### src/hw/rtl/sls_pkg.sv
package sls_pkg;

  localparam int unsigned CFG_IDX_W = 3;
  localparam int unsigned VB_W      = 3;
  localparam int unsigned WIDX_W    = 4;

  localparam logic [CFG_IDX_W-1:0] REG_KEY_MODE    = 3'd0;
  localparam logic [CFG_IDX_W-1:0] REG_KEY_0_7     = 3'd1;
  localparam logic [CFG_IDX_W-1:0] REG_KEY_8_15    = 3'd2;
  localparam logic [CFG_IDX_W-1:0] REG_KEY_16_23   = 3'd3;
  localparam logic [CFG_IDX_W-1:0] REG_KEY_24_31   = 3'd4;
  localparam logic [CFG_IDX_W-1:0] REG_NONCE       = 3'd5;

  localparam int unsigned ROUNDS    = 20;
  localparam int unsigned SUB_STEPS = 4;
  localparam int unsigned STEPS     = ROUNDS * SUB_STEPS;
  localparam int unsigned STEP_W    = $clog2(STEPS);

  typedef logic [31:0]        word_t;
  typedef logic [15:0][31:0]  state_t;

  typedef struct packed {
    logic             key_mode;
    logic [3:0][63:0] key;
    logic [63:0]      nonce;
  } cfg_t;

  typedef struct packed {
    word_t             msg;
    logic [VB_W-1:0]   vb;
    logic              last;
    logic [WIDX_W-1:0] widx;
    logic              blk_end;
    logic [3:0]        be;
  } ent_t;

  typedef struct packed {
    logic              pop;
    logic [WIDX_W-1:0] widx;
  } ks_req_t;

  typedef struct packed {
    logic  valid;
    word_t word;
  } ks_rsp_t;

  typedef struct packed {
    logic idle;
    logic done;
  } core_sts_t;

  // "expand 32-byte k" / "expand 16-byte k", word 0 in [0]
  localparam logic [3:0][31:0] SIGMA = {32'h6b206574, 32'h79622d32, 32'h3320646e, 32'h61707865};
  localparam logic [3:0][31:0] TAU   = {32'h6b206574, 32'h79622d36, 32'h3120646e, 32'h61707865};

  // quarter-round word indices a, b, c, d
  localparam logic [3:0] QR_COL [4][4] = '{
    '{4'd0,  4'd4,  4'd8,  4'd12},
    '{4'd5,  4'd9,  4'd13, 4'd1},
    '{4'd10, 4'd14, 4'd2,  4'd6},
    '{4'd15, 4'd3,  4'd7,  4'd11}
  };
  localparam logic [3:0] QR_ROW [4][4] = '{
    '{4'd0,  4'd1,  4'd2,  4'd3},
    '{4'd5,  4'd6,  4'd7,  4'd4},
    '{4'd10, 4'd11, 4'd8,  4'd9},
    '{4'd15, 4'd12, 4'd13, 4'd14}
  };

  function automatic word_t rotl(word_t v, int unsigned n);
    return (v << n) | (v >> (32 - n));
  endfunction

  // one add-rotate-xor step of all four quarter-rounds
  function automatic state_t salsa_step(state_t x, logic row, logic [1:0] sub);
    state_t     y;
    logic [3:0] ia, ib, ic, id;
    y = x;
    for (int q = 0; q < 4; q++) begin
      ia = row ? QR_ROW[q][0] : QR_COL[q][0];
      ib = row ? QR_ROW[q][1] : QR_COL[q][1];
      ic = row ? QR_ROW[q][2] : QR_COL[q][2];
      id = row ? QR_ROW[q][3] : QR_COL[q][3];
      case (sub)
        2'd0:    y[ib] = x[ib] ^ rotl(x[ia] + x[id], 7);
        2'd1:    y[ic] = x[ic] ^ rotl(x[ib] + x[ia], 9);
        2'd2:    y[id] = x[id] ^ rotl(x[ic] + x[ib], 13);
        default: y[ia] = x[ia] ^ rotl(x[id] + x[ic], 18);
      endcase
    end
    return y;
  endfunction

  function automatic state_t build_input(cfg_t cfg, logic [63:0] ctr);
    state_t           s;
    logic [3:0][31:0] c;
    logic [63:0]      h0, h1;
    c  = cfg.key_mode ? SIGMA : TAU;
    h0 = cfg.key_mode ? cfg.key[2] : cfg.key[0];
    h1 = cfg.key_mode ? cfg.key[3] : cfg.key[1];
    s[0]  = c[0];
    s[1]  = cfg.key[0][31:0];
    s[2]  = cfg.key[0][63:32];
    s[3]  = cfg.key[1][31:0];
    s[4]  = cfg.key[1][63:32];
    s[5]  = c[1];
    s[6]  = cfg.nonce[31:0];
    s[7]  = cfg.nonce[63:32];
    s[8]  = ctr[31:0];
    s[9]  = ctr[63:32];
    s[10] = c[2];
    s[11] = h0[31:0];
    s[12] = h0[63:32];
    s[13] = h1[31:0];
    s[14] = h1[63:32];
    s[15] = c[3];
    return s;
  endfunction

  function automatic logic [3:0] byte_en(logic [VB_W-1:0] vb);
    logic [3:0] be;
    case (vb)
      3'd0:    be = 4'b0000;
      3'd1:    be = 4'b0001;
      3'd2:    be = 4'b0011;
      3'd3:    be = 4'b0111;
      default: be = 4'b1111;
    endcase
    return be;
  endfunction

  function automatic word_t expand_mask(logic [3:0] be);
    word_t m;
    for (int i = 0; i < 4; i++) begin
      m[8*i +: 8] = {8{be[i]}};
    end
    return m;
  endfunction

endpackage

### src/hw/rtl/sls_if.sv


interface sls_out_if;
  logic        valid;
  logic        ready;
  logic [31:0] cipher_word;
  logic [2:0]  out_valid_bytes;
  logic        out_last;

  modport source (output valid, cipher_word, out_valid_bytes, out_last, input ready);
  modport sink   (input valid, cipher_word, out_valid_bytes, out_last, output ready);
endinterface


### src/hw/rtl/sls_back.sv
module sls_back (
  input  logic             clk_i,
  input  logic             rst_ni,
  input  sls_pkg::ent_t    ent_i,
  input  logic             ent_valid_i,
  output logic             ent_pop_o,
  output sls_pkg::ks_req_t ks_req_o,
  input  sls_pkg::ks_rsp_t ks_rsp_i,
  sls_out_if.source        out_o
);

  logic                      vld_q, vld_d;
  sls_pkg::word_t            cw_q;
  logic [sls_pkg::VB_W-1:0]  vb_q;
  logic                      last_q;
  logic                      fire;

  assign fire          = ent_valid_i && ks_rsp_i.valid && (!vld_q || out_o.ready);
  assign ent_pop_o     = fire;
  assign ks_req_o.pop  = fire && ent_i.blk_end;
  assign ks_req_o.widx = ent_i.widx;

  assign out_o.valid           = vld_q;
  assign out_o.cipher_word     = cw_q;
  assign out_o.out_valid_bytes = vb_q;
  assign out_o.out_last        = last_q;

  always_comb begin
    vld_d = vld_q;
    if (fire) begin
      vld_d = 1'b1;
    end else if (out_o.ready) begin
      vld_d = 1'b0;
    end
  end

  always_ff @(posedge clk_i or negedge rst_ni) begin
    if (!rst_ni) begin
      vld_q <= 1'b0;
    end else begin
      vld_q <= vld_d;
    end
  end

  always_ff @(posedge clk_i) begin
    if (fire) begin
      cw_q   <= (ent_i.msg ^ ks_rsp_i.word) & sls_pkg::expand_mask(ent_i.be);
      vb_q   <= ent_i.vb;
      last_q <= ent_i.last;
    end
  end

endmodule

### src/flat_wrapper.sv
// flat-port wrapper written by rule: the top's interface ports become plain ports
module sls_back_flat 
  (clk_i, rst_ni, ent_i, ent_valid_i, ent_pop_o, ks_req_o, ks_rsp_i, out_o_valid, out_o_cipher_word, out_o_out_valid_bytes, out_o_out_last, out_o_ready);
  sls_out_if out_o_i ();
  input  logic clk_i;
  input  logic rst_ni;
  input  sls_pkg::ent_t ent_i;
  input  logic ent_valid_i;
  output logic ent_pop_o;
  output sls_pkg::ks_req_t ks_req_o;
  input  sls_pkg::ks_rsp_t ks_rsp_i;
  output wire logic [$bits(out_o_i.valid)-1:0] out_o_valid;
  output wire logic [$bits(out_o_i.cipher_word)-1:0] out_o_cipher_word;
  output wire logic [$bits(out_o_i.out_valid_bytes)-1:0] out_o_out_valid_bytes;
  output wire logic [$bits(out_o_i.out_last)-1:0] out_o_out_last;
  input wire logic [$bits(out_o_i.ready)-1:0] out_o_ready;
  assign out_o_valid = out_o_i.valid;
  assign out_o_cipher_word = out_o_i.cipher_word;
  assign out_o_out_valid_bytes = out_o_i.out_valid_bytes;
  assign out_o_out_last = out_o_i.out_last;
  assign out_o_i.ready = out_o_ready;
  sls_back u_core (.clk_i(clk_i), .rst_ni(rst_ni), .ent_i(ent_i), .ent_valid_i(ent_valid_i), .ent_pop_o(ent_pop_o), .ks_req_o(ks_req_o), .ks_rsp_i(ks_rsp_i), .out_o(out_o_i));
endmodule
### config.mk
export PLATFORM = sky130hd
export DESIGN_NAME = sls_back_flat
export DESIGN_NICKNAME = d
export VERILOG_FILES = /design/src/hw/rtl/sls_pkg.sv /design/src/hw/rtl/sls_if.sv /design/src/hw/rtl/sls_back.sv /design/src/flat_wrapper.sv
export SDC_FILE = /design/constraint.sdc
export NUM_CORES = 1
export LEC_CHECK = 0
export BUFFER_PORTS_ARGS = -buffer_cell sky130_fd_sc_hd__buf_2
export CAP_MARGIN = 10
export CORE_UTILIZATION = 40
export CTS_CLUSTER_SIZE = 20
export DETAILED_ROUTE_END_ITERATION = 8
export GPL_TIMING_DRIVEN = 0
export PLACE_DENSITY = 0.9
export SLEW_MARGIN = 10
export SYNTH_ARGS = -nofsm -noshare
export SYNTH_HDL_FRONTEND = slang
export SYNTH_SLANG_ARGS = --single-unit
### constraint.sdc
create_clock -name clk_i -period 3.45 [get_ports clk_i]
set_input_delay 0.69 -clock clk_i [delete_from_list [all_inputs] [get_ports clk_i]]
set_output_delay 0.69 -clock clk_i [all_outputs]
set_load 0.01 [all_outputs]
==> After elaboration in Yosys (flattened, before gate mapping) <==
Index checks and enable logic that the tools add are counted.
{ "word_totals": {"reg_bits": 37, "latch_bits": 0, "ram_bits": 0, "mem_bits_ro": 0, "input_bits": 82, "wordCells": 14, "n_memories": 0} }
{ "classes": {"add_sub_neg": 0, "multipliers": 0, "n_div": 0, "magnitude_cmp": 0, "n_eq_ne": 0, "shift": 0, "muxes": 2, "bitwise_logic": 2, "reduce_logical": 6} }
{ "op_table": {"columns": ["cell", "count"], "rows": [
  ["bitwise AND 32 bit", 1],
  ["XOR 32 bit", 1],
  ["logical AND 1 bit", 3],
  ["two-way mux 1 bit", 2],
  ["nonzero test 2 bit", 1],
  ["zero test 1 bit", 1],
  ["logical OR 1 bit", 1]
]} }

==> Depth between registers and ports, before layout <==
{ "logic_depth": {"word_depth": 4, "mapped_depth": 2, "mapped_depth_nobuf": 2} }

==> Least setup slack after synthesis <==
OpenSTA, ideal clock, no wires.
{ "synth_path": {"path_type": "input port to output port", "startpoint": "in ent_valid_i", "endpoint": "out ent_pop_o", "arrival_time_ns": 2.423, "required_time_ns": 2.760, "slack_ns": 0.337, "stages": 2, "path_cell_list": "nand2_1 nor2_1"} }
{ "synth_via": {"elab_chain_len": 2} }
{ "synth_lines": {"columns": ["element", "line_no", "text"], "rows": [
  ["start, declared", "flat_wrapper.sv:8", "input logic ent_valid_i;"],
  ["logical AND 1 bit (2 in a row)", "sls_back.sv:18", "assign fire = ent_valid_i && ks_rsp_i.valid && (!vld_q || out_o.ready);"],
  ["end, declared", "flat_wrapper.sv:9", "output logic ent_pop_o;"]
]} }
No other way between the ends.

==> Final worst setup path <==
Ends and elaborated chain as after synthesis.

==> metrics.txt <==
# TYPE chip_impl_metric gauge
chip_impl_metric{name="drtPass1Iterations",unit=""} 6
chip_impl_metric{name="final.period_utilization",unit="%"} 65.8
chip_impl_info{name="main_combinational_cell_family_by_area_after_synthesis",value="XOR/XNOR gates"} 1
chip_impl_metric{name="post_drt_via_cell_ratio",unit=""} 4.29
chip_impl_metric{name="internal-power",unit="mW"} 0.744
chip_impl_metric{name="numPlacedInstances",unit=""} 281
chip_impl_metric{name="numCtsBuffers",unit=""} 5
chip_impl_metric{name="drv_slew",unit=""} 0
chip_impl_metric{name="wirelength_met1",unit="um"} 1080
chip_impl_metric{name="ctsHtreeMaxLevel",unit=""} 2
chip_impl_metric{name="post-place-ws",unit="ps"} 1160
chip_impl_metric{name="ys_types",unit=""} 10
chip_impl_metric{name="global_route.overflow_total",unit=""} 0
chip_impl_metric{name="combPwrFrac",unit="%"} 15.7
chip_impl_info{name="critPathLaunch",value="ent_valid_i"} 1
chip_impl_metric{name="placedInstanceArea",unit="um^2"} 2350
chip_impl_metric{name="wl",unit="um"} 3280
chip_impl_metric{name="critical_path_buf_inv_count",unit=""} 3
chip_impl_metric{name="pwr-share-clk",unit="%"} 29.6
chip_impl_metric{name="area_of_the_die",unit="um^2"} 4400
chip_impl_metric{name="netlist_instances",unit=""} 110
chip_impl_info{name="grt_setup_unrepaired",value="no"} 1
chip_impl_metric{name="syn_to_final_growth",unit="%"} 46.9
chip_impl_metric{name="synth_nets",unit=""} 192
chip_impl_metric{name="start_util",unit="%"} 41.4
chip_impl_metric{name="clkLatencyLatePin",unit="ps"} 280
chip_impl_metric{name="io-pin-count",unit=""} 125
chip_impl_metric{name="postSynthAreaPerCell",unit="um^2"} 15.1
chip_impl_metric{name="cap_violations",unit=""} 0
chip_impl_metric{name="post_cts.resized_instances",unit=""} 0
chip_impl_metric{name="clkTransAtPathRegs",unit="ps"} 70
chip_impl_metric{name="post_synth_and_or_nand_nor_area_fraction",unit="%"} 14.5
chip_impl_info{name="cts-root-buf",value="sky130_fd_sc_hd__clkbuf_8"} 1
chip_impl_metric{name="n_antenna_cell",unit=""} 0
chip_impl_info{name="launching_point_of_the_worst_reg2reg_path",value="u_core.out_o.valid"} 1
chip_impl_metric{name="vdd_ir_drop_max",unit="uV"} 261
chip_impl_metric{name="fin_area",unit="um^2"} 2430
chip_impl_info{name="status",value="complete, no violations"} 1
chip_impl_metric{name="period_minus_slack",unit="ps"} 2270
chip_impl_metric{name="worst_ep_arrival_time",unit="ps"} 1580
chip_impl_info{name="critical_path.top_delay_family",value="buffers and inverters"} 1
chip_impl_info{name="cp_slowest_cell",value="sky130_fd_sc_hd__nor2_4"} 1
chip_impl_metric{name="timing.max_slew.rel_slack",unit="%"} 80.4
chip_impl_metric{name="dieHeight",unit="um"} 66.4
chip_impl_metric{name="synth-compound-area-share",unit="%"} 0
chip_impl_metric{name="cts_hold_buf",unit=""} 0
chip_impl_metric{name="antenna_found_initial",unit=""} 0
chip_impl_metric{name="post_cts.repair.setup_buffers",unit=""} 0
chip_impl_metric{name="synth_adder_area_share",unit="%"} 0
chip_impl_metric{name="grt_first_pass_wirelength",unit="um"} 4550
chip_impl_metric{name="worst-path-max-fanout",unit=""} 29
chip_impl_metric{name="share_of_cell_area_taken_by_muxes_after_synthesis",unit="%"} 0
chip_impl_info{name="holdCritPathClass",value="primary input to async pin"} 1
chip_impl_metric{name="total_leakage_power",unit="nW"} 1.15
chip_impl_metric{name="fmax",unit="MHz"} 440
chip_impl_info{name="timing.critical_path.to_type",value="output pin"} 1
chip_impl_metric{name="tns",unit="ps"} 0
chip_impl_metric{name="critPathRequiredTime",unit="ps"} 2760
chip_impl_metric{name="grt_util_all_layers",unit="%"} 14.3
chip_impl_metric{name="pin_count_of_the_biggest_net_entering_global_routing",unit=""} 30
chip_impl_metric{name="grt_pass1_vias",unit=""} 1082
chip_impl_metric{name="worst_path_largest_cell_delay",unit="ps"} 280
chip_impl_metric{name="timing.final.ws_setup",unit="ps"} 1180
chip_impl_metric{name="clockBufferDepth",unit=""} 2
chip_impl_metric{name="place_congestion",unit=""} 0.669
chip_impl_metric{name="part_of_the_total_power_dissipated_in_sequential_elements",unit="%"} 54.6
chip_impl_info{name="start_to_end_type_of_the_worst_setup_path",value="primary input to output pin"} 1
chip_impl_metric{name="finalSetupViolCount",unit=""} 0
chip_impl_metric{name="placeableCoreArea",unit="um^2"} 4000
chip_impl_metric{name="transition_at_the_pin_with_the_smallest_max_transition_slack",unit="ps"} 294
chip_impl_info{name="path_cells",value="buf_2 -> nand2_1 -> nor2_4 -> buf_12 -> buf_2"} 1
chip_impl_metric{name="power_switching_share",unit="%"} 22.9
chip_impl_metric{name="wl_met2",unit="um"} 1950
chip_impl_metric{name="detail_route.wl_per_cell",unit="um"} 11.3
chip_impl_metric{name="clock_sink_count",unit=""} 37
chip_impl_metric{name="post_synth_xor_area_fraction",unit="%"} 16.9
chip_impl_info{name="critical-path-top-cell-by-count",value="sky130_fd_sc_hd__buf_2"} 1
chip_impl_metric{name="die_w",unit="um"} 66.4
chip_impl_metric{name="rrSetupSlack",unit="ps"} 2120
chip_impl_info{name="highest_layer",value="met4"} 1
chip_impl_metric{name="endpoints_failing_hold",unit=""} 0
chip_impl_metric{name="first_iter_violations",unit=""} 58
chip_impl_metric{name="p_switching",unit="mW"} 0.220
chip_impl_metric{name="nets",unit=""} 320
chip_impl_metric{name="syn_std_cell_area",unit="um^2"} 1660
chip_impl_metric{name="drc_errors",unit=""} 0
chip_impl_info{name="tritoncts",value="built"} 1
chip_impl_metric{name="layout_cell_share_with_drive_strength_beyond_1",unit="%"} 56.9
chip_impl_metric{name="ff2ff_path_depth",unit=""} 3
chip_impl_metric{name="yosysSeqAreaShare",unit="%"} 66.8
chip_impl_metric{name="std_cell_rows",unit=""} 23
chip_impl_info{name="critical_path.reg2reg.endpoint",value="u_core.out_o.cipher_word[31]"} 1
chip_impl_metric{name="postSynthRegisterBits",unit=""} 37
chip_impl_metric{name="power_per_cell_area",unit="nW/um^2"} 396
chip_impl_metric{name="remaining_antenna_violation_count",unit=""} 0
chip_impl_metric{name="via_count",unit=""} 1239
chip_impl_metric{name="dr_wl_met3",unit="um"} 202
chip_impl_metric{name="fin_skew",unit="ps"} 8.79
chip_impl_info{name="critPathLaunchType",value="primary input"} 1
chip_impl_metric{name="total_of_buffers_placed_on_input_and_output_ports",unit=""} 120
chip_impl_metric{name="place.detailed.hpwl",unit="um"} 2710
chip_impl_metric{name="ys_warn_count",unit=""} 0
chip_impl_metric{name="finish.cell_count_without_fillers",unit=""} 289
## metal layers
| metal | track usage, % | up-vias |
|---|---|---|
| met5 | 0 | - |
| met4 | 6.38 | 0 |
| met3 | 3.79 | 4 |
| met2 | 29.2 | 68 |
| met1 | 12.6 | 548 |
| li1 | - | 619 |
## power by group through the flow
stage | clock network, mW | registers (mW) | logic (mW)
CTS | 0.293 | 0.527 | 0.155
global placement | 0 | 0.537 | 0.145
global route | 0.314 | 0.529 | 0.168
floorplan | 0 | 0.550 | 0.0541
finish | 0.286 | 0.527 | 0.152
detailed placement | 0 | 0.537 | 0.154
## cell type report
| class | instances | area, um^2 |
|---|---|---|
| Buffer | 4 | 30.0 |
| Timing Repair Buffer | 121 | 621 |
| Sequential cell | 37 | 1110 |
| Clock buffer | 5 | 68.8 |
| Tap cell | 50 | 62.6 |
| Clock inverter | 3 | 17.5 |
| Multi-Input combinational cell | 69 | 528 |
| Fill cell | 339 | 1570 |
## worst max path at each step
| stage | slack [ps] | end | cells after the start |
|---|---|---|---|
| finish | 1180 | ent_pop_o | 5 |
| global route | 1110 | ent_pop_o | 5 |
| floorplan | 340 | ent_pop_o | 2 |
| detailed placement | 1160 | ent_pop_o | 5 |
| global placement | -540 | ent_pop_o | 4 |
| CTS | 1160 | ent_pop_o | 5 |
## cell usage after synthesis
library cell	number	area share, %
sky130_fd_sc_hd__nand2b_1	1	0.38
sky130_fd_sc_hd__buf_4	4	1.8
sky130_fd_sc_hd__nor2_1	1	0.23
sky130_fd_sc_hd__nor3b_2	1	0.76
sky130_fd_sc_hd__and2_1	32	12
sky130_fd_sc_hd__dfrtp_1	1	1.5
sky130_fd_sc_hd__edfxtp_1	36	65
sky130_fd_sc_hd__nor2b_4	1	0.83
sky130_fd_sc_hd__xor2_1	32	17
sky130_fd_sc_hd__nand2_1	1	0.23
## worst reg2reg max path, cell delays in order (launching register included)
cell and delay [ps]:
sky130_fd_sc_hd__dfrtp_1 380, sky130_fd_sc_hd__nor2b_4 140, sky130_fd_sc_hd__nor2_4 270, sky130_fd_sc_hd__buf_12 240
## cell families (layout without fill, tap and decap cells)
kind of cell,count (synthesis),after routing
flops,37,37
simple gates,37,37
xor+xnor,32,32
buf+inv,4,133
## cell usage in the layout (no fill, tap or decap), drive strengths merged
master,n
nor2b,1
clkinvlp,1
nand2,1
edfxtp,36
clkinv,2
clkbuf,5
xor2,32
and2,32
nand2b,1
nor3b,1
nor2,1
buf,125
dfrtp,1
## flip-flops by register name (all words and copies together) (netlist names)
| name | cells |
|---|---|
| u_core.out_o.out_last | 1 |
| u_core.out_o.out_valid_bytes | 3 |
| u_core.out_o.valid | 1 |
| u_core.out_o.cipher_word | 32 |
## through the flow
step	total power [mW]	hold slack, ps	util (%)
after CTS	0.975	180	60.8
final	0.964	187	60.8
after global placement	0.682	466	58.0
after global routing	1.01	169	60.8
after floorplan	0.604	394	-
after detailed placement	0.692	477	58.7
No activity file was read; power rests on OpenSTA's default activity.
