**config.mk**
```make
export PLATFORM = sky130hd
export DESIGN_NAME = sls_front_flat
export DESIGN_NICKNAME = d
export VERILOG_FILES = /design/src/hw/rtl/sls_pkg.sv /design/src/hw/rtl/sls_if.sv /design/src/hw/rtl/sls_front.sv /design/src/flat_wrapper.sv
export SDC_FILE = /design/constraint.sdc
export NUM_CORES = 1
export LEC_CHECK = 0
export ABC_AREA = 1
export BUFFER_PORTS_ARGS = -buffer_cell sky130_fd_sc_hd__buf_4
export CAP_MARGIN = 20
export CORE_MARGIN = 2
export CORE_UTILIZATION = 52
export DETAILED_ROUTE_END_ITERATION = 16
export PLACE_DENSITY = 0.84
export SYNTH_ARGS = -nofsm -noshare
export SYNTH_HDL_FRONTEND = slang
export SYNTH_SLANG_ARGS = --single-unit
```
**constraint.sdc**
```tcl
create_clock -name clk_i -period 2.95 [get_ports clk_i]
set_input_delay 0 -clock clk_i [delete_from_list [all_inputs] [get_ports clk_i]]
set_output_delay 0 -clock clk_i [all_outputs]
set_load 0.01 [all_outputs]
```
**src/hw/rtl/sls_pkg.sv**
```systemverilog
package sls_pkg;

  localparam int unsigned CFG_IDX_W = 3;
  localparam int unsigned VB_W      = 3;
  localparam int unsigned WIDX_W    = 4;

  localparam logic [CFG_IDX_W-1:0] REG_KEY_MODE    = 3'd0;
  localparam logic [CFG_IDX_W-1:0] REG_KEY_0_7     = 3'd1;
  localparam logic [CFG_IDX_W-1:0] REG_KEY_8_15    = 3'd2;
  localparam logic [CFG_IDX_W-1:0] REG_KEY_16_23   = 3'd3;
  localparam logic [CFG_IDX_W-1:0] REG_KEY_24_31   = 3'd4;
  localparam logic [CFG_IDX_W-1:0] REG_NONCE       = 3'd5;

  localparam int unsigned ROUNDS    = 20;
  localparam int unsigned SUB_STEPS = 4;
  localparam int unsigned STEPS     = ROUNDS * SUB_STEPS;
  localparam int unsigned STEP_W    = $clog2(STEPS);

  typedef logic [31:0]        word_t;
  typedef logic [15:0][31:0]  state_t;

  typedef struct packed {
    logic             key_mode;
    logic [3:0][63:0] key;
    logic [63:0]      nonce;
  } cfg_t;

  typedef struct packed {
    word_t             msg;
    logic [VB_W-1:0]   vb;
    logic              last;
    logic [WIDX_W-1:0] widx;
    logic              blk_end;
    logic [3:0]        be;
  } ent_t;

  typedef struct packed {
    logic              pop;
    logic [WIDX_W-1:0] widx;
  } ks_req_t;

  typedef struct packed {
    logic  valid;
    word_t word;
  } ks_rsp_t;

  typedef struct packed {
    logic idle;
    logic done;
  } core_sts_t;

  // "expand 32-byte k" / "expand 16-byte k", word 0 in [0]
  localparam logic [3:0][31:0] SIGMA = {32'h6b206574, 32'h79622d32, 32'h3320646e, 32'h61707865};
  localparam logic [3:0][31:0] TAU   = {32'h6b206574, 32'h79622d36, 32'h3120646e, 32'h61707865};

  // quarter-round word indices a, b, c, d
  localparam logic [3:0] QR_COL [4][4] = '{
    '{4'd0,  4'd4,  4'd8,  4'd12},
    '{4'd5,  4'd9,  4'd13, 4'd1},
    '{4'd10, 4'd14, 4'd2,  4'd6},
    '{4'd15, 4'd3,  4'd7,  4'd11}
  };
  localparam logic [3:0] QR_ROW [4][4] = '{
    '{4'd0,  4'd1,  4'd2,  4'd3},
    '{4'd5,  4'd6,  4'd7,  4'd4},
    '{4'd10, 4'd11, 4'd8,  4'd9},
    '{4'd15, 4'd12, 4'd13, 4'd14}
  };

  function automatic word_t rotl(word_t v, int unsigned n);
    return (v << n) | (v >> (32 - n));
  endfunction

  // one add-rotate-xor step of all four quarter-rounds
  function automatic state_t salsa_step(state_t x, logic row, logic [1:0] sub);
    state_t     y;
    logic [3:0] ia, ib, ic, id;
    y = x;
    for (int q = 0; q < 4; q++) begin
      ia = row ? QR_ROW[q][0] : QR_COL[q][0];
      ib = row ? QR_ROW[q][1] : QR_COL[q][1];
      ic = row ? QR_ROW[q][2] : QR_COL[q][2];
      id = row ? QR_ROW[q][3] : QR_COL[q][3];
      case (sub)
        2'd0:    y[ib] = x[ib] ^ rotl(x[ia] + x[id], 7);
        2'd1:    y[ic] = x[ic] ^ rotl(x[ib] + x[ia], 9);
        2'd2:    y[id] = x[id] ^ rotl(x[ic] + x[ib], 13);
        default: y[ia] = x[ia] ^ rotl(x[id] + x[ic], 18);
      endcase
    end
    return y;
  endfunction

  function automatic state_t build_input(cfg_t cfg, logic [63:0] ctr);
    state_t           s;
    logic [3:0][31:0] c;
    logic [63:0]      h0, h1;
    c  = cfg.key_mode ? SIGMA : TAU;
    h0 = cfg.key_mode ? cfg.key[2] : cfg.key[0];
    h1 = cfg.key_mode ? cfg.key[3] : cfg.key[1];
    s[0]  = c[0];
    s[1]  = cfg.key[0][31:0];
    s[2]  = cfg.key[0][63:32];
    s[3]  = cfg.key[1][31:0];
    s[4]  = cfg.key[1][63:32];
    s[5]  = c[1];
    s[6]  = cfg.nonce[31:0];
    s[7]  = cfg.nonce[63:32];
    s[8]  = ctr[31:0];
    s[9]  = ctr[63:32];
    s[10] = c[2];
    s[11] = h0[31:0];
    s[12] = h0[63:32];
    s[13] = h1[31:0];
    s[14] = h1[63:32];
    s[15] = c[3];
    return s;
  endfunction

  function automatic logic [3:0] byte_en(logic [VB_W-1:0] vb);
    logic [3:0] be;
    case (vb)
      3'd0:    be = 4'b0000;
      3'd1:    be = 4'b0001;
      3'd2:    be = 4'b0011;
      3'd3:    be = 4'b0111;
      default: be = 4'b1111;
    endcase
    return be;
  endfunction

  function automatic word_t expand_mask(logic [3:0] be);
    word_t m;
    for (int i = 0; i < 4; i++) begin
      m[8*i +: 8] = {8{be[i]}};
    end
    return m;
  endfunction

endpackage

```
**src/hw/rtl/sls_if.sv**
```systemverilog
interface sls_in_if;
  logic        valid;
  logic        ready;
  logic [31:0] message_word;
  logic [2:0]  valid_bytes;
  logic        end_of_message;

  modport source (output valid, message_word, valid_bytes, end_of_message, input ready);
  modport sink   (input valid, message_word, valid_bytes, end_of_message, output ready);
endinterface


```
**src/hw/rtl/sls_front.sv**
```systemverilog
module sls_front (
  input  logic          clk_i,
  input  logic          rst_ni,
  input  logic          flush_i,
  sls_in_if.sink        in_i,
  output sls_pkg::ent_t ent_o,
  output logic          ent_valid_o,
  input  logic          ent_pop_i
);

  localparam int unsigned DEPTH = 4;
  localparam int unsigned PW    = $clog2(DEPTH);
  localparam int unsigned CW    = $clog2(DEPTH + 1);

  sls_pkg::ent_t                 mem_q [DEPTH];
  logic [PW-1:0]                 wr_q, wr_d, rd_q, rd_d;
  logic [CW-1:0]                 cnt_q, cnt_d;
  logic [sls_pkg::WIDX_W-1:0]    pos_q, pos_d;
  logic                          push;
  sls_pkg::ent_t                 ent_new;

  assign in_i.ready  = (cnt_q != CW'(DEPTH));
  assign push        = in_i.valid && in_i.ready;
  assign ent_valid_o = (cnt_q != '0);
  assign ent_o       = mem_q[rd_q];

  always_comb begin
    ent_new.msg     = in_i.message_word;
    ent_new.vb      = in_i.valid_bytes;
    ent_new.last    = in_i.end_of_message;
    ent_new.widx    = pos_q;
    ent_new.blk_end = in_i.end_of_message || (pos_q == '1);
    ent_new.be      = sls_pkg::byte_en(in_i.valid_bytes);
  end

  always_comb begin
    pos_d = pos_q;
    wr_d  = wr_q;
    rd_d  = rd_q;
    cnt_d = cnt_q;
    if (push) begin
      pos_d = in_i.end_of_message ? '0 : pos_q + 1'b1;
      wr_d  = wr_q + 1'b1;
    end
    if (ent_pop_i) begin
      rd_d = rd_q + 1'b1;
    end
    case ({push, ent_pop_i})
      2'b10:   cnt_d = cnt_q + 1'b1;
      2'b01:   cnt_d = cnt_q - 1'b1;
      default: cnt_d = cnt_q;
    endcase
    if (flush_i) begin
      pos_d = '0;
      wr_d  = '0;
      rd_d  = '0;
      cnt_d = '0;
    end
  end

  always_ff @(posedge clk_i or negedge rst_ni) begin
    if (!rst_ni) begin
      pos_q <= '0;
      wr_q  <= '0;
      rd_q  <= '0;
      cnt_q <= '0;
    end else begin
      pos_q <= pos_d;
      wr_q  <= wr_d;
      rd_q  <= rd_d;
      cnt_q <= cnt_d;
    end
  end

  always_ff @(posedge clk_i) begin
    if (push) begin
      mem_q[wr_q] <= ent_new;
    end
  end

endmodule

```
**src/flat_wrapper.sv**
```systemverilog
// flat-port wrapper written by rule: the top's interface ports become plain ports
module sls_front_flat 
  (clk_i, rst_ni, flush_i, ent_o, ent_valid_o, ent_pop_i, in_i_valid, in_i_message_word, in_i_valid_bytes, in_i_end_of_message, in_i_ready);
  sls_in_if in_i_i ();
  input  logic clk_i;
  input  logic rst_ni;
  input  logic flush_i;
  output sls_pkg::ent_t ent_o;
  output logic ent_valid_o;
  input  logic ent_pop_i;
  input wire logic [$bits(in_i_i.valid)-1:0] in_i_valid;
  input wire logic [$bits(in_i_i.message_word)-1:0] in_i_message_word;
  input wire logic [$bits(in_i_i.valid_bytes)-1:0] in_i_valid_bytes;
  input wire logic [$bits(in_i_i.end_of_message)-1:0] in_i_end_of_message;
  output wire logic [$bits(in_i_i.ready)-1:0] in_i_ready;
  assign in_i_i.valid = in_i_valid;
  assign in_i_i.message_word = in_i_message_word;
  assign in_i_i.valid_bytes = in_i_valid_bytes;
  assign in_i_i.end_of_message = in_i_end_of_message;
  assign in_i_ready = in_i_i.ready;
  sls_front u_core (.clk_i(clk_i), .rst_ni(rst_ni), .flush_i(flush_i), .in_i(in_i_i), .ent_o(ent_o), .ent_valid_o(ent_valid_o), .ent_pop_i(ent_pop_i));
endmodule
```
# [After elaboration in Yosys (flattened, before gate mapping)]
# Memories as Yosys holds them, arrays and structs flattened.
# Index checks and enable logic that the tools add are counted.
[totals] elab_cells=36 n_memories=1 reg_bits=11 ramBits=180
[classes] mux=12 eq_ne=7 reduce_logical=7 n_addsub=5
[memory_table] memory="u_core.mem_q" words=4 word_bits=45 read_ports=1 rd_ports_with_merged_regs=0 write_ports=1 line="sls_front.sv:15" text="sls_pkg::ent_t mem_q [DEPTH];"
[op_table] cell="$pmux W4 S4" n=1
[op_table] cell="$mux W4" n=3
[op_table] cell="$mux W2" n=4
[op_table] cell="$eq A3 B2 Y1 const B" n=2
[op_table] cell="$pmux W3 S2" n=1
[op_table] cell="$reduce_bool A3 Y1" n=2
[op_table] cell="$add A2 B1 Y2 const B" n=2
[op_table] cell="$add A4 B1 Y4 const B" n=1
[op_table] cell="$eq A4 B4 Y1 const B" n=1
[op_table] cell="$reduce_bool A2 Y1" n=2
[op_table] cell="$add A3 B1 Y3 const B" n=1
[op_table] cell="$eq A3 B1 Y1 const B" n=1
[op_table] cell="$logic_not A3 Y1" n=1
[op_table] cell="$mux W3" n=1
[op_table] cell="$ne A3 B3 Y1 const B" n=1
[op_table] cell="$sub A3 B1 Y3 const B" n=1
[op_table] cell="$eq A2 B1 Y1 const B" n=1
[op_table] cell="$eq A2 B2 Y1 const B" n=1
[op_table] cell="$mux W1" n=2
[op_table] cell="$logic_and A1 B1 Y1" n=1
[op_table] cell="$logic_or A1 B1 Y1" n=1

# [Depth between registers and ports, before layout]
# Gate-level depths: netlist (run 1).
[logic_depth] word_depth=5 depth_mapped=13 mapped_depth_nobuf=13

# [Worst setup path after synthesis (run 1)]
# No wires, ideal clock.
[synth_timing] path_kind="register to register" start="register u_core.cnt_q[0]" end="memory u_core.mem_q[0][0] (netlist bit) (enable)" setup_slack_ps=-61 synth_period_minus_slack_ps=3011 path_stages_with_launch=5 setup_time_ps=447 t_arrival_ps=2563 t_required_ps=2503 path_cell_list="dfrtp_1 -> nor2_2 -> nand2_4 -> nand2_8 -> nor2_1"
[synth_between] elab_chain_cells=4
[synth_lines] element="from (decl)" line="sls_front.sv:17" text="logic [CW-1:0] cnt_q, cnt_d;"
[synth_lines] element="from (signal assigned)" line="sls_front.sv:71" text="cnt_q <= cnt_d;"
[synth_lines] element="$ne A3 B3 Y1" line="sls_front.sv:22" text="assign in_i.ready = (cnt_q != CW'(DEPTH));"
[synth_lines] element="via in_i_ready" line="flat_wrapper.sv:15" text="output wire logic [$bits(in_i_i.ready)-1:0] in_i_ready;"
[synth_lines] element="$logic_and A1 B1 Y1" line="sls_front.sv:23" text="assign push = in_i.valid && in_i.ready;"
[synth_lines] element="$mux W1" line="sls_front.sv:76" text="if (push) begin"
[synth_lines] element="$mux W1 (implied by the code)" line="sls_front.sv:77" text="mem_q[wr_q] <= ent_new;"
[synth_lines] element="to (decl)" line="sls_front.sv:15"
# The timed path passes the listed nets, and every way through them passes these cells.

==> results of run 1 <==
==> state kept, by name (all words and copies together), names as in the netlist <==
register      count
u_core.cnt_q      3
u_core.mem_q    180
u_core.pos_q      4
u_core.rd_q       2
u_core.wr_q       2
==> power groups by stage <==
stage          registers [W]  logic [W]  clock network, W
2_1_floorplan        0.00327   0.000441                 0
3_3_place_gp         0.00327   0.000748                 0
6_report             0.00322   0.000838           0.00218
5_1_grt              0.00324   0.000916           0.00233
4_1_cts              0.00322   0.000837           0.00220
3_5_place_dp         0.00328   0.000784                 0
==> placed cells by master, fill, tap and decap left out, drive strengths merged <==
cell type    netlist  routed
ha                 5       5
fa                 1       1
clkbuf             2      19
a21oi              2       2
xor2               1       1
buf               29      95
clkinvlp           0       3
dlygate4sd3        0      43
o22ai             45      45
nand3              9       9
edfxtp           180     180
or2                1       1
bufinv             0       1
nand2             24      24
nor2              97      97
dfrtp             11      11
xnor2              1       1
clkinv             1       4
inv               20      26
nand4              5       5
o21ai             98      98
==> area by class of cell <==
cell class / count / area [sq um] / share of cell area
inverter: 21 / 85.1 / 0.00924
timing repair buffer: 138 / 1160 / 0.126
clock buffer: 19 / 433 / 0.0470
sequential: 191 / 5680 / 0.617
tap: 180 / 225 / 0.0245
multi-input combinational: 289 / 1500 / 0.163
clock inverter: 13 / 128 / 0.0139
==> routing by layer <==
layer / routed length (um) / share of wire
met2: 8210 / 0.52
met3: 931 / 0.059
met4: 320 / 0.020
met5: 0 / 0
met1: 6310 / 0.40
==> worst max-delay path, delay by kind of cell, from the launching register on <==
family	cells	cell delay [ns]
flip-flops	1	0.62
buffers and inverters	2	0.82
AO/OA/AOI/OAI	2	0.52
==> worst paths after layout <==
check | to | slack, ns
max in group asynchronous | u_core.rd_q[0] | 1.94
setup / recovery | ent_o[11] | 0.53
hold / removal | u_core.mem_q[1][22] | 0.32
min in group asynchronous | u_core.wr_q[0] | 0.63
setup reg to reg | u_core.cnt_q[0] | 0.62
hold reg to reg | u_core.mem_q[0][8] | 0.60
==> logic make-up (layout without fill, tap and decap cells) <==
| group | count (synthesis) | count (layout) | synth area share |
|---|---|---|---|
| AO/OA/AOI/OAI | 145 | 145 | 0.105 |
| buffers and inverters | 52 | 191 | 0.0438 |
| adder cells (fa/ha/maj) | 6 | 6 | 0.0110 |
| XOR/XNOR | 2 | 2 | 0.00234 |
| AND/OR/NAND/NOR | 136 | 136 | 0.0786 |
| flip-flops | 191 | 191 | 0.760 |
==> through the flow <==
step | hold WS [ns] | power [W] | setup TNS (ns)
CTS | 0.301 | 0.00626 | 0
finish | 0.316 | 0.00624 | 0
global placement | -0.155 | 0.00402 | 0
detailed placement | -0.153 | 0.00406 | 0
floorplan | -0.296 | 0.00371 | -10.90
global route | 0.302 | 0.00649 | 0
==> timing repair <==
action                    4_1_cts  5_1_grt
hold buffers                   43        0
hold endpoints to repair      177        0
resized for setup               0        0
==> out/results.tsv, run 1 <==
stage	metric	value	unit
floorplan	IO Pins	88	
critical_path	critical path's largest stage delay	0.63	ns
power	leak pwr	3.32	nW
power	P_sw	0.00156	W
critical_path	most frequent CP cell	buf_4	
floorplan	effective utilization at floorplan	0.535	
critical_path	CP max-delay cell	buf_4	
critical_path	sequence of cells on the critical path	buf_4, o21ai_0, o22ai_1, buf_4	
floorplan	DIE HEIGHT	124	um
timing	RSZ-0062 raised after global routing	no	
power	Peak VDD IR	0.436	mV
cts	root buf cell	clkbuf_16	
run	Max Cap Viol	0	
logic_synthesis	most frequent cells after synthesis	180 x edfxtp_1, 96 x nor2_1, 75 x o21ai_0	
cts	clock latency on the worst-skew pair	0.43	ns
logic_synthesis	Netlist Area Pre-Place	7480	sq um
logic_synthesis	unique cell type count in the Yosys netlist	27	
timing	slew margin rel.	0.473	
route	drc violations	0	
floorplan	core region area	14000	sq um
grt	largest net degree at the start of global routing	92	
timing	Final Hold Vio Count	0	
final_layout	Layout area overhead	23.1	%
power	register share of total power	0.517	
placed_design	Placer Congestion	0.790	
critical_path	Worst Path Arrival	2.42	ns
cts	cts bufs inserted	17	
min_path	hold_sp	in_i_message_word[9]	
grt	first-pass GRT wire length	24800	um
floorplan	full die area	15400	sq um
placed_design	placed cells	776	
critical_path	Worst setup startpoint	u_core.rd_q[0]	
logic_synthesis	top cell type's share of synthesized area	0.723	
route	DRT iter0 DRCs	546	
grt	grt met1 use	0.274	
power	Combinational Power Share	0.134	
placed_design	placed cell areas	8220	sq um
critical_path	RR Startpoint	u_core.cnt_q[1]	
grt	Total GRT Usage	0.219	
logic_synthesis	Mapped Cells	532	
final_layout	layout cells sized above 1	0.210	
route	DR vias	4797	
route	routed wire length	15800	um
logic_synthesis	synthesized area per cell	14.1	sq um
route	drt first pass iters	6	
timing	Final WS setup	0.526	ns
floorplan	Rows	43	
power	P per Cell Area	678	nW/um^2
grt	grt peak-use layer	met2	
cts	clk buf depth	2	
timing	Final Cycle Share	0.822	
final_layout	Final Cell Area	9210	sq um
final_layout	antenna cells	0	
logic_synthesis	Synth area leaders	edfxtp_1 72%, o21ai_0 5.0%, nor2_1 4.8%	
grt	met3 usage	0.0495	
critical_path	WS Path Type	flop to primary output	
logic_synthesis	syn_nets	579	
grt	GR met2 Demand/Resource	0.371	
grt	global route overflow	0	
grt	vias in the first global route	4913	
cts	Reg clk slew, reported paths	0.07	ns
timing	Slew Viols, Final	0	
critical_path	crit-path max FO	72	
min_path	WHS Path Cells	2	
placed_design	Port Buf Inserts	87	
logic_synthesis	EDFF count, synth	180	
min_path	worst hold path class	input pin to flop	
cts	Clock Sink Count	191	
floorplan	die width	124	um
final_layout	Layout Cells excl Fill	851	
final_layout	fillers	955	
timing	Fmax	413	MHz
placed_design	post-DP HPWL	9140	um
logic_synthesis	top_reg_cell synth	edfxtp_1	
logic_synthesis	most numerous cell in the Yosys netlist	edfxtp_1	
final_layout	fin util	0.658	
route	vias per cell	5.64	
route	Antenna Nets Post-Route	0	
cts	postcts setup bufs	0	
power	P_int	0.00468	W
logic_synthesis	Synth warnings	0	
logic_synthesis	Async S/R FF share, synth	0.0576	
route	drt wl/cell	18.5	um
critical_path	Worst setup EP type	primary output	
logic_synthesis	Yosys reg bits	191	
timing	final setup fails	0	
run_status	status	completed	
placed_design	post-placement setup slack	0.960	ns
critical_path	r2r worst-path depth	8	
timing	Max Clock Skew	0.00642	ns
timing	worst-margin pin slew	0.790	ns
power	switching share of total power	0.250	
critical_path	Worst EP required	2.95	ns
final_layout	Nets	705	
grt	antenna violations before repair	0	
cts	CTS tree	yes	
timing	minimum clock period	2.42	ns
power	clock share of power	0.349	
critical_path	Worst Setup Start Kind	flop	
logic_synthesis	Seq/Total Area, Yosys	0.760	
cts	# H-tree levels	4	
logic_synthesis	largest area contributor in the netlist	edfxtp_1	
Note: power is estimated with default switching activity, not from simulation.
==> inputs of run 2 (changes only) <==
==> constraint.sdc (replaced) <==
create_clock -name clk_i -period 2 [get_ports clk_i]
set_input_delay 0 -clock clk_i [delete_from_list [all_inputs] [get_ports clk_i]]
set_output_delay 0 -clock clk_i [all_outputs]
set_load 0.01 [all_outputs]
==> out/results.tsv, run 2 (synthesized netlist as in run 1, its figures left out) <==
stage	metric	value	unit
power	register share of total power	0.510	
final_layout	Nets	709	
min_path	hold worst-path end	u_core.mem_q[1][19]	
timing	slew margin rel.	0.661	
final_layout	antenna cells	0	
timing	Fmax	514	MHz
timing	final setup fails	0	
final_layout	commonest non-fill, non-tap cell in the layout	edfxtp_1	
timing	Max Clock Skew	0.00644	ns
timing	worst-margin pin slew	0.507	ns
route	drc violations	0	
grt	global route overflow	0	
critical_path	r2r setup slk	0.11	ns
cts	root buf cell	clkbuf_16	
power	Peak VDD IR	0.665	mV
placed_design	post-DP HPWL	9060	um
critical_path	Worst setup EP type	primary output	
timing	Final Hold Vio Count	0	
timing	Final Cycle Share	0.972	
route	vias per cell	5.67	
min_path	hold_sp	in_i_message_word[6]	
timing	RSZ-0062 raised after global routing	yes	
critical_path	crit-path max FO	91	
cts	clock latency on the worst-skew pair	0.43	ns
final_layout	largest reg by FF count	u_core.mem_q	
floorplan	effective utilization at floorplan	0.535	
run_status	status	completed	
timing	minimum clock period	1.94	ns
cts	# H-tree levels	4	
route	Antenna Nets Post-Route	0	
power	switching share of total power	0.237	
route	drt wl/cell	18.7	um
placed_design	Port Buf Inserts	87	
power	Combinational Power Share	0.136	
floorplan	die width	124	um
final_layout	fillers	961	
placed_design	post-placement setup slack	0.158	ns
power	P_sw	0.00221	W
grt	vias in the first global route	4881	
placed_design	Placer Congestion	0.871	
final_layout	most frequent cells in the layout	180 x edfxtp_1, 95 x buf_4, 92 x nor2_1	
critical_path	reg2reg end	u_core.cnt_q[2]	
floorplan	full die area	15400	sq um
route	routed wire length	16000	um
power	leak pwr	3.36	nW
timing	Final WS setup	0.0551	ns
final_layout	max FFs per register	180	
power	clock share of power	0.354	
critical_path	Worst Path Arrival	1.94	ns
final_layout	biggest regs	u_core.mem_q (180), u_core.pos_q (4), u_core.cnt_q (3)	
placed_design	placed cell areas	8290	sq um
cts	clk buf depth	2	
grt	antenna violations before repair	0	
critical_path	Worst Setup Start Kind	flop	
run	Max Cap Viol	0	
grt	Total GRT Usage	0.217	
power	P_int	0.00712	W
final_layout	multi-input logic area	1500	sq um
min_path	worst hold path class	input pin to flop	
timing	Setup TNS	0	ns
route	DR vias	4848	
min_path	WHS Path Cells	2	
final_layout	layout cells sized above 1	0.213	
cts	Clock Sink Count	191	
cts	cts bufs inserted	17	
critical_path	Worst EP required	2.00	ns
critical_path	WS Path Type	flop to primary output	
floorplan	IO Pins	88	
critical_path	RR Startpoint	u_core.cnt_q[1]	
timing	Slew Viols, Final	0	
grt	largest net degree at the start of global routing	92	
final_layout	Final Cell Area	9300	sq um
cts	Reg clk slew, reported paths	0.07	ns
route	DRT iter0 DRCs	414	
cts	postcts setup bufs	0	
floorplan	DIE HEIGHT	124	um
final_layout	register area	5680	sq um
cts	CTS tree	yes	
floorplan	core region area	14000	sq um
route	drt first pass iters	5	
grt	first-pass GRT wire length	24200	um
final_layout	Layout area overhead	24.4	%
power	P per Cell Area	1000	nW/um^2
floorplan	Rows	43	
critical_path	r2r worst-path depth	13	
[run 2: cell types whose count changed in the layout (fill, tap and decap cells not counted)]
cell / previous run / this run
clkinv_2: 2 / 4
dlygate4sd3_1: 43 / 42
buf_6: 0 / 1
bufinv_16: 1 / 3
inv_2: 2 / 1
clkinv_1: 1 / 4
inv_8: 2 / 1
buf_12: 1 / 4
dfrtp_1: 10 / 9
buf_4: 94 / 95
dfrtp_2: 1 / 2
inv_6: 5 / 0
[run 2: critical path, cell delays in order (launching register included)]
cell and delay (ns):
dfrtp_2 0.44, buf_12 0.34, o21ai_0 0.19, o22ai_1 0.32
buf_4 0.19
[run 2: metrics by stage]
| step | std cells | power (W) | hold WS (ns) | utilization |
|---|---|---|---|---|
| after CTS | 855 | 0.00935 | 0.291 | 0.664 |
| after detailed placement | 781 | 0.00602 | -0.154 | 0.593 |
| after global placement | 781 | 0.00596 | -0.157 | 0.593 |
| final | 855 | 0.00933 | 0.317 | 0.665 |
| after global routing | 855 | 0.00963 | 0.309 | 0.665 |
| after floorplan | 532 | 0.00547 | -0.296 | - |
[run 2: worst max-delay path by stage]
stage,start,to,slack [ns],cells after the start
floorplan,u_core.cnt_q[0],u_core.mem_q[0][0],-0.26,4
global placement,u_core.cnt_q[0],u_core.cnt_q[2],0.30,11
detailed placement,u_core.cnt_q[0],u_core.cnt_q[2],0.16,13
CTS,u_core.rd_q[0],ent_o[19],0.007,5
global route,u_core.rd_q[0],ent_o[23],-0.04,5
finish,u_core.rd_q[0],ent_o[3],0.06,4
[run 2: repair_timing]
action / CTS / global route
gates resized for setup: 0 / 4
hold endpoints to repair: 176 / 0
hold buffers: 42 / 0
endpoints found under the setup margin: 0 / 26
[run 2: power groups by stage]
| stage | registers (W) | clock network, W | logic, W |
|---|---|---|---|
| 2_1_floorplan | 0.00481 | 0 | 0.000656 |
| 3_3_place_gp | 0.00481 | 0 | 0.00115 |
| 3_5_place_dp | 0.00483 | 0 | 0.00119 |
| 4_1_cts | 0.00475 | 0.00333 | 0.00127 |
| 5_1_grt | 0.00477 | 0.00346 | 0.00139 |
| 6_report | 0.00475 | 0.00331 | 0.00127 |
[run 2: routing by layer]
metal	GRT usage	up-vias	wire [um]
li1	-	2221	-
met1	0.265	2385	6410
met2	0.368	209	8130
met3	0.0522	33	1130
met4	0.0962	0	338
met5	0	-	0
[run 2: layout make-up]
| class | instances | area share |
|---|---|---|
| Clock buffer | 19 | 0.0465 |
| Clock inverter | 13 | 0.0157 |
| Inverter | 21 | 0.00955 |
| Multi-Input combinational cell | 289 | 0.161 |
| Sequential cell | 191 | 0.611 |
| Tap cell | 180 | 0.0242 |
| Timing Repair Buffer | 142 | 0.132 |
